`src/sv/dvd_pkg.sv`:
```
// ----------------------------------------------------------------------------
// dvd_pkg
// types, codes and date helper functions for the date difference core
// ----------------------------------------------------------------------------
package dvd_pkg;

   localparam int DAY_W         = 7;
   localparam int DAY_DIGITS_W  = 2;
   localparam int MONTH_W       = 7;
   localparam int MON_DIGITS_W  = 2;
   localparam int YEAR_W        = 14;
   localparam int YEAR_DIGITS_W = 3;
   localparam int DAY_COUNT_W   = 5;
   localparam int MON_COUNT_W   = 4;
   localparam int PROD_W        = 27;

   // floor(y / 100) == (y * 5243) >> 19 for every 14-bit y
   localparam logic [12:0] RECIP_100   = 13'd5243;
   localparam int          RECIP_SHIFT = 19;

   typedef enum logic [1:0] {
      STATUS_OK        = 2'd0,
      STATUS_START_BAD = 2'd1,
      STATUS_END_BAD   = 2'd2,
      STATUS_ORDER     = 2'd3
   } status_type;

   typedef struct packed {
      logic [DAY_W-1:0]         day;
      logic [DAY_DIGITS_W-1:0]  day_digits;
      logic [MONTH_W-1:0]       month;
      logic [MON_DIGITS_W-1:0]  month_digits;
      logic [YEAR_W-1:0]        year;
      logic [YEAR_DIGITS_W-1:0] year_digits;
   } date_type;

   // gregorian leap test, remainder by 100 read from the fraction bits
   function automatic logic is_leap(input logic [YEAR_W-1:0] year);
      logic [PROD_W-1:0] prod;
      logic              div100;
      logic [1:0]        cent_low;
      prod     = PROD_W'(year) * PROD_W'(RECIP_100);
      div100   = (prod[RECIP_SHIFT-1:11] == '0);
      cent_low = prod[RECIP_SHIFT+1:RECIP_SHIFT];
      return (year[1:0] == 2'd0) && (!div100 || (cent_low == 2'd0));
   endfunction

   function automatic logic date_ok(input date_type dt);
      logic [YEAR_W-1:0] ly;
      logic              ok;
      ly = dt.year;
      if (dt.year < YEAR_W'(20)) begin
         ly = dt.year + YEAR_W'(2000);
      end else if (dt.year < YEAR_W'(100)) begin
         ly = dt.year + YEAR_W'(1900);
      end
      ok = 1'b0;
      unique case (dt.month) inside
         7'd1, 7'd3, 7'd5, 7'd7, 7'd8, 7'd10, 7'd12: ok = (dt.day <= 7'd31);
         7'd4, 7'd6, 7'd9, 7'd11:                   ok = (dt.day <= 7'd30);
         7'd2: ok = (dt.day <= 7'd28) || ((dt.day == 7'd29) && is_leap(ly));
         default: ok = 1'b0;
      endcase
      return ok && (dt.day != '0)
         && ((dt.day_digits == 2'd1) || (dt.day_digits == 2'd2))
         && ((dt.month_digits == 2'd1) || (dt.month_digits == 2'd2))
         && ((dt.year_digits == 3'd2) || (dt.year_digits == 3'd4));
   endfunction

   // length of the month before the given one, january borrows from december
   function automatic logic [DAY_COUNT_W-1:0] prev_month_days(
      input logic [3:0] month,
      input logic       leap
   );
      logic [DAY_COUNT_W-1:0] days;
      unique case (month) inside
         4'd1, 4'd2, 4'd4, 4'd6, 4'd8, 4'd9, 4'd11: days = DAY_COUNT_W'(31);
         4'd3:    days = leap ? DAY_COUNT_W'(29) : DAY_COUNT_W'(28);
         default: days = DAY_COUNT_W'(30);
      endcase
      return days;
   endfunction

endpackage

```
`src/sv/date_validate_and_difference_core.sv`:
```
// ----------------------------------------------------------------------------
// date_validate_and_difference_core
// validates two dates and returns their difference in years, months and days
// ----------------------------------------------------------------------------
// One result per date pair. rsp_valid rises once the pair has passed the input
// register, loaded at the accepting edge, and then the result register; a
// new pair is taken every cycle while the result side keeps up. The result
// register and the input register each hold one item; req_stall rises only when
// both are full and rsp_stall is high. The per-item path is the validity checks,
// one 14 x 13 bit constant multiply per leap test, and the borrow subtractions.
module date_validate_and_difference_core
   import dvd_pkg::*;
(
   input  logic                     clock,
   input  logic                     reset,
   input  logic                     req_valid,
   output logic                     req_stall,
   input  logic [DAY_W-1:0]         req_start_day,
   input  logic [DAY_DIGITS_W-1:0]  req_start_day_digits,
   input  logic [MONTH_W-1:0]       req_start_month,
   input  logic [MON_DIGITS_W-1:0]  req_start_month_digits,
   input  logic [YEAR_W-1:0]        req_start_year,
   input  logic [YEAR_DIGITS_W-1:0] req_start_year_digits,
   input  logic [DAY_W-1:0]         req_end_day,
   input  logic [DAY_DIGITS_W-1:0]  req_end_day_digits,
   input  logic [MONTH_W-1:0]       req_end_month,
   input  logic [MON_DIGITS_W-1:0]  req_end_month_digits,
   input  logic [YEAR_W-1:0]        req_end_year,
   input  logic [YEAR_DIGITS_W-1:0] req_end_year_digits,
   output logic                     rsp_valid,
   input  logic                     rsp_stall,
   output logic [1:0]               rsp_status,
   output logic [DAY_COUNT_W-1:0]   rsp_day_count,
   output logic [MON_COUNT_W-1:0]   rsp_month_count,
   output logic [YEAR_W-1:0]        rsp_year_count
);

   logic                   in_valid_ff;
   date_type               in_start_ff;
   date_type               in_end_ff;
   logic                   out_valid_ff;
   status_type             out_status_ff;
   logic [DAY_COUNT_W-1:0] out_day_ff;
   logic [MON_COUNT_W-1:0] out_month_ff;
   logic [YEAR_W-1:0]      out_year_ff;

   logic                   out_load;
   logic                   in_load;
   date_type               in_start_in;
   date_type               in_end_in;
   status_type             out_status_in;
   logic [DAY_COUNT_W-1:0] out_day_in;
   logic [MON_COUNT_W-1:0] out_month_in;
   logic [YEAR_W-1:0]      out_year_in;

   logic                   start_ok;
   logic                   end_ok;
   logic                   start_later;
   logic                   day_borrow;
   logic                   month_borrow;
   logic [DAY_W-1:0]       day_end;
   logic [3:0]             month_end;
   logic [4:0]             month_adj;
   logic [YEAR_W-1:0]      year_diff;

   assign out_load  = !out_valid_ff || !rsp_stall;
   assign in_load   = !in_valid_ff || out_load;
   assign req_stall = !in_load;

   always_comb begin
      in_start_in = '{day: req_start_day, day_digits: req_start_day_digits,
                      month: req_start_month, month_digits: req_start_month_digits,
                      year: req_start_year, year_digits: req_start_year_digits};
      in_end_in   = '{day: req_end_day, day_digits: req_end_day_digits,
                      month: req_end_month, month_digits: req_end_month_digits,
                      year: req_end_year, year_digits: req_end_year_digits};
   end

   // validation and borrow difference on the registered pair
   always_comb begin
      start_ok    = date_ok(in_start_ff);
      end_ok      = date_ok(in_end_ff);
      start_later = (in_end_ff.year < in_start_ff.year)
         || ((in_end_ff.year == in_start_ff.year)
             && ((in_end_ff.month < in_start_ff.month)
                 || ((in_end_ff.month == in_start_ff.month)
                     && (in_end_ff.day < in_start_ff.day))));

      day_borrow = (in_end_ff.day < in_start_ff.day);
      day_end    = in_end_ff.day;
      if (day_borrow) begin
         day_end = in_end_ff.day + DAY_W'(prev_month_days(in_end_ff.month[3:0],
                                                          is_leap(in_end_ff.year)));
      end
      month_end    = in_end_ff.month[3:0] - {3'd0, day_borrow};
      month_borrow = (month_end < in_start_ff.month[3:0]);
      month_adj    = {1'b0, month_end} + (month_borrow ? 5'd12 : 5'd0);
      year_diff    = in_end_ff.year - in_start_ff.year - YEAR_W'(month_borrow);

      out_status_in = STATUS_OK;
      out_day_in    = '0;
      out_month_in  = '0;
      out_year_in   = '0;
      if (!start_ok) begin
         out_status_in = STATUS_START_BAD;
      end else if (!end_ok) begin
         out_status_in = STATUS_END_BAD;
      end else if (start_later) begin
         out_status_in = STATUS_ORDER;
      end else begin
         // a short borrowed month can leave the day below zero
         if (day_end >= in_start_ff.day) begin
            out_day_in = DAY_COUNT_W'(day_end - in_start_ff.day);
         end
         out_month_in = MON_COUNT_W'(month_adj - {1'b0, in_start_ff.month[3:0]});
         out_year_in  = year_diff;
      end
   end

   always_ff @(posedge clock) begin
      if (reset) begin
         in_valid_ff  <= 1'b0;
         out_valid_ff <= 1'b0;
      end else begin
         if (in_load) begin
            in_valid_ff <= req_valid;
         end
         if (out_load) begin
            out_valid_ff <= in_valid_ff;
         end
      end
   end

   always_ff @(posedge clock) begin
      if (in_load && req_valid) begin
         in_start_ff <= in_start_in;
         in_end_ff   <= in_end_in;
      end
      if (out_load && in_valid_ff) begin
         out_status_ff <= out_status_in;
         out_day_ff    <= out_day_in;
         out_month_ff  <= out_month_in;
         out_year_ff   <= out_year_in;
      end
   end

   assign rsp_valid       = out_valid_ff;
   assign rsp_status      = out_status_ff;
   assign rsp_day_count   = out_day_ff;
   assign rsp_month_count = out_month_ff;
   assign rsp_year_count  = out_year_ff;

endmodule

```
`config.mk`:
```
export PLATFORM = sky130hd
export DESIGN_NAME = date_validate_and_difference_core
export DESIGN_NICKNAME = d
export VERILOG_FILES = /design/src/sv/dvd_pkg.sv /design/src/sv/date_validate_and_difference_core.sv
export SDC_FILE = /design/constraint.sdc
export NUM_CORES = 1
export LEC_CHECK = 0
export BUFFER_PORTS_ARGS = -buffer_cell sky130_fd_sc_hd__buf_2
export CORE_ASPECT_RATIO = 1.1
export CORE_MARGIN = 1
export CORE_UTILIZATION = 44
export CTS_BUF_LIST = sky130_fd_sc_hd__clkbuf_16
export DETAILED_ROUTE_END_ITERATION = 16
export GPL_TIMING_DRIVEN = 1
export PLACE_DENSITY_LB_ADDON = 0.1
export SYNTH_ARGS = -nofsm -noshare
export SYNTH_HDL_FRONTEND = slang
export SYNTH_SLANG_ARGS = --single-unit
```
`constraint.sdc`:
```
create_clock -name clock -period 10 [get_ports clock]
set_clock_uncertainty 0.15 [all_clocks]
set_input_delay 2.5 -clock clock [delete_from_list [all_inputs] [get_ports clock]]
set_output_delay 2.5 -clock clock [all_outputs]
set_load 0.02 [all_outputs]
```
==> key figures <==
STA
  • Final Hold Fails: 0
  • Slew margin rel.: 35.8%
  • Slew Viols, Final: 0
  • Final Setup Violations: 0
  • Min Hold Slack: 0.341 ns
  • Final min period: 8.77 ns
  • RSZ-0062 raised after global routing: false
  • Setup TNS: 0 ns
  • Fmax: 0.114 GHz
  • Period utilization: 87.7%
  • Worst-margin pin slew: 0.963 ns

Clocking
  • H-tree levels: 3
  • Post-cts sizing count: 0
  • Clk sink count: 97
  • Worst-Skew Late Latency: 0.37 ns
  • # hold bufs at CTS: 0
  • CTS Buffer Depth: 2
  • Post-CTS Setup Bufs: 0
  • CTS Root Cell: clkbuf_16
  • Clock Pin Slew Worst Setup and Hold Paths: 0.09 ns
  • CTS tree: built
  • Total CTS buffers: 9

Yosys
  • Avg Synthesized Cell Area: 10.2 µm²
  • Yosys Warn Count: 0
  • Area share of the largest cell type after synthesis: 25.8%
  • Synth Area in Simple Gates: 8.12%
  • Synth Instances: 1,525
  • Synth Area in Compound Gates: 8.62%
  • Cell taking the most area after synthesis: ha_1
  • Distinct cells, synth: 75
  • Mapped Area: 0.0155 mm²
  • Ys async rst share: 0%
  • Synth top cells by count: inv_1, ha_1, fa_1, edfxtp_1, xnor2_1
  • Largest family of logic cells by synthesized area: adder cells
  • Adder-cell share of the synthesized area: 48.4%
  • Post-Synth XOR/XNOR Area: 5.89%
  • FF+latch count, synth: 97
  • Post-synth EDFFs: 95
  • Count leader, synth: inv_1
  • Sequential-to-total area share from yosys stat: 18.6%
  • Net Count, Synth: 2,094
  • Dominant cells by area after synthesis: ha_1, fa_1, edfxtp_1
  • Mux contribution to synthesized area: 0.806%
  • Top FF cell, synth: edfxtp_1

Die
  • CORE AREA: 0.0345 mm²
  • Std-Cell Rows: 71
  • Die Ht: 199 µm
  • I/O pins: 101
  • Die X: 181 µm
  • Initial Utilization: 45.0%
  • Die Footprint: 0.0360 mm²

Final layout
  • Share of layout cells above drive strength 1: 11.4%
  • Final-stage net count: 2,202
  • Area Growth Syn to Fin: 8.70%
  • Finished Cell Area: 0.0169 mm²
  • Non-Filler Instances: 2,078
  • Layout fillers: 3,253

Routing
  • Metal2 WL: 17.1 mm
  • Routed length per placed instance: 17.1 µm
  • DR iter-0 viols: 375
  • Vias per Instance: 5.02
  • Drt pass-1 iters: 5
  • WL final: 35.5 mm
  • Antenna Violating Nets Remaining: 0
  • Top Layer Used: met4
  • M1 WL: 17.2 mm
  • Residual DRC count: 0
  • DR vias: 10,400
  • WL met3: 910 µm

Placed design
  • Area after DPL: 0.0166 mm²
  • Port Buf Inserts: 100
  • Inst Count DP: 2,060
  • GPL Wtd Cong: 0.886
  • Hpwl dp: 30.6 mm

Setup path
  • Data required, critical path: 9.92 ns
  • Critical path's largest stage delay: 0.82 ns
  • Reg2reg end: rsp_day_count[4]
  • Reg2reg start: in_end_ff[8]
  • Slowest CP cell: o2111ai_4
  • Crit-path max FO: 23
  • Critical Path End Type: register
  • Crit path buffers/inverters: 7
  • Worst R2R Setup Slack: 1.23 ns
  • Most Frequent Cell on Critical Path: inv_1
  • WS Path Type: reg2reg
  • Critical path arrival: 8.69 ns
  • Worst path top cell family by delay: adder cells
  • R2R depth: 31
  • Startpoint types: register

Pwr
  • Clock power share: 8.3%
  • Net Sw Power: 2.05 mW
  • Int Pwr: 2.14 mW
  • P_leak: 8.31 nW
  • Combinational power share: 79.7%
  • VDD IR-drop max: 283 µV
  • Switching share of power: 48.9%
  • Total power: 4.19 mW
  • Sequential power share: 12.0%
  • P per Cell Area: 248 mW/mm²

Global routing
  • First-pass GRT wire length: 58.3 mm
  • GR Util All Layers: 21.1%
  • Vias in the first global route: 10,900
  • Largest net degree at the start of global routing: 71
  • Grt total ovfl: 0
  • Antenna violations before repair: 1

Worst hold path
  • Hold path start: in_valid_ff
  • Hold Path Class: reg2reg
  • Hold depth: 2
  • Worst Hold End: rsp_valid

Run
  • Max_cap viols: 0

Status
  • Status: finished clean
[cells in the final DEF, fill, tap and decap left out, types with 8 or more instances in the layout]
| master | instances |
|---|---|
| inv_1 | 371 |
| ha_1 | 320 |
| fa_1 | 175 |
| buf_2 | 100 |
| edfxtp_1 | 95 |
| xnor2_1 | 73 |
| nor2_1 | 57 |
| a21oi_1 | 52 |
| nand2_1 | 47 |
| o21ai_0 | 32 |
| a21o_1 | 25 |
| xor2_1 | 19 |
| nand3_1 | 15 |
| nor2_2 | 15 |
| o21ai_1 | 14 |
| nand4_1 | 13 |
| nor3_1 | 13 |
| mux2i_1 | 11 |
| nor2b_1 | 10 |
| nand2b_1 | 10 |
| a21oi_2 | 9 |
| a211oi_1 | 9 |
| clkbuf_16 | 9 |
| or2_2 | 8 |
| inv_2 | 8 |
| nor4_1 | 8 |
[layout make-up]
| class | count | area (µm²) | area share (%) |
|---|---|---|---|
| repair buffers | 107 | 553 | 3.28 |
| multi-input cells | 1039 | 11200 | 66.2 |
| diodes | 2 | 5.00 | 0.0297 |
| inverters | 379 | 1420 | 8.43 |
| well taps | 438 | 548 | 3.25 |
| clock buffers | 9 | 225 | 1.34 |
| flip-flops and latches | 97 | 2890 | 17.2 |
| clock inverters | 7 | 52.6 | 0.312 |
[power groups by stage]
stage                     clock [mW]  sequential (mW)  combinational [mW]
after floorplan                    0            0.509                2.64
after global placement             0            0.513                3.31
after detailed placement           0            0.513                3.36
after CTS                      0.355            0.504                3.39
after global routing           0.368            0.507                3.86
final                          0.346            0.503                3.34
[registers in the layout (all words and copies together) (netlist names)]
register	cells
in_end_ff	35
in_start_ff	35
in_valid_ff	1
rsp_day_count	5
rsp_month_count	4
rsp_status	2
rsp_valid	1
rsp_year_count	14
[worst min-delay path: cells and delay by family (launching register included)]
family / cells / cell delay [ns]
flip-flops: 1 / 0.34
AND/OR/NAND/NOR: 1 / 0.07
AO/OA/AOI/OAI: 1 / 0.04
[routing by layer]
layer	vias to the layer above	GRT usage, %
met1	5063	29.4
li1	5203	-
met2	145	36.1
met4	0	2.86
met5	-	0
met3	19	2.16
[through the flow]
step | utilization (%) | setup slack (ns)
6_report | 48.9 | 1.23
5_1_grt | 48.9 | 0.537
4_1_cts | 48.9 | 1.24
3_5_place_dp | 48.1 | 1.25
3_3_place_gp | 48.1 | 1.42
2_1_floorplan | - | 2.53
[worst max-delay path by stage]
| stage | start | to | cells after the start |
|---|---|---|---|
| after floorplan | in_end_ff[4] | rsp_day_count[2] | 32 |
| after global placement | in_end_ff[10] | rsp_day_count[2] | 30 |
| after detailed placement | in_end_ff[10] | rsp_day_count[2] | 31 |
| after CTS | in_end_ff[8] | rsp_day_count[4] | 32 |
| after global routing | in_end_ff[8] | rsp_day_count[4] | 31 |
| final | in_end_ff[8] | rsp_day_count[4] | 31 |
[kinds of logic (layout without fill, tap and decap cells)]
family                   count (synthesis)  after routing
adder cells (fa/ha/maj)                495            495
buffers and inverters                  389            502
AND/OR/NAND/NOR                        238            238
AO/OA/AOI/OAI                          196            196
XOR/XNOR                                98             98
flip-flops                              97             97
multiplexers                            12             12
other                                    0              2
Note: power is estimated with default switching activity, not from simulation.
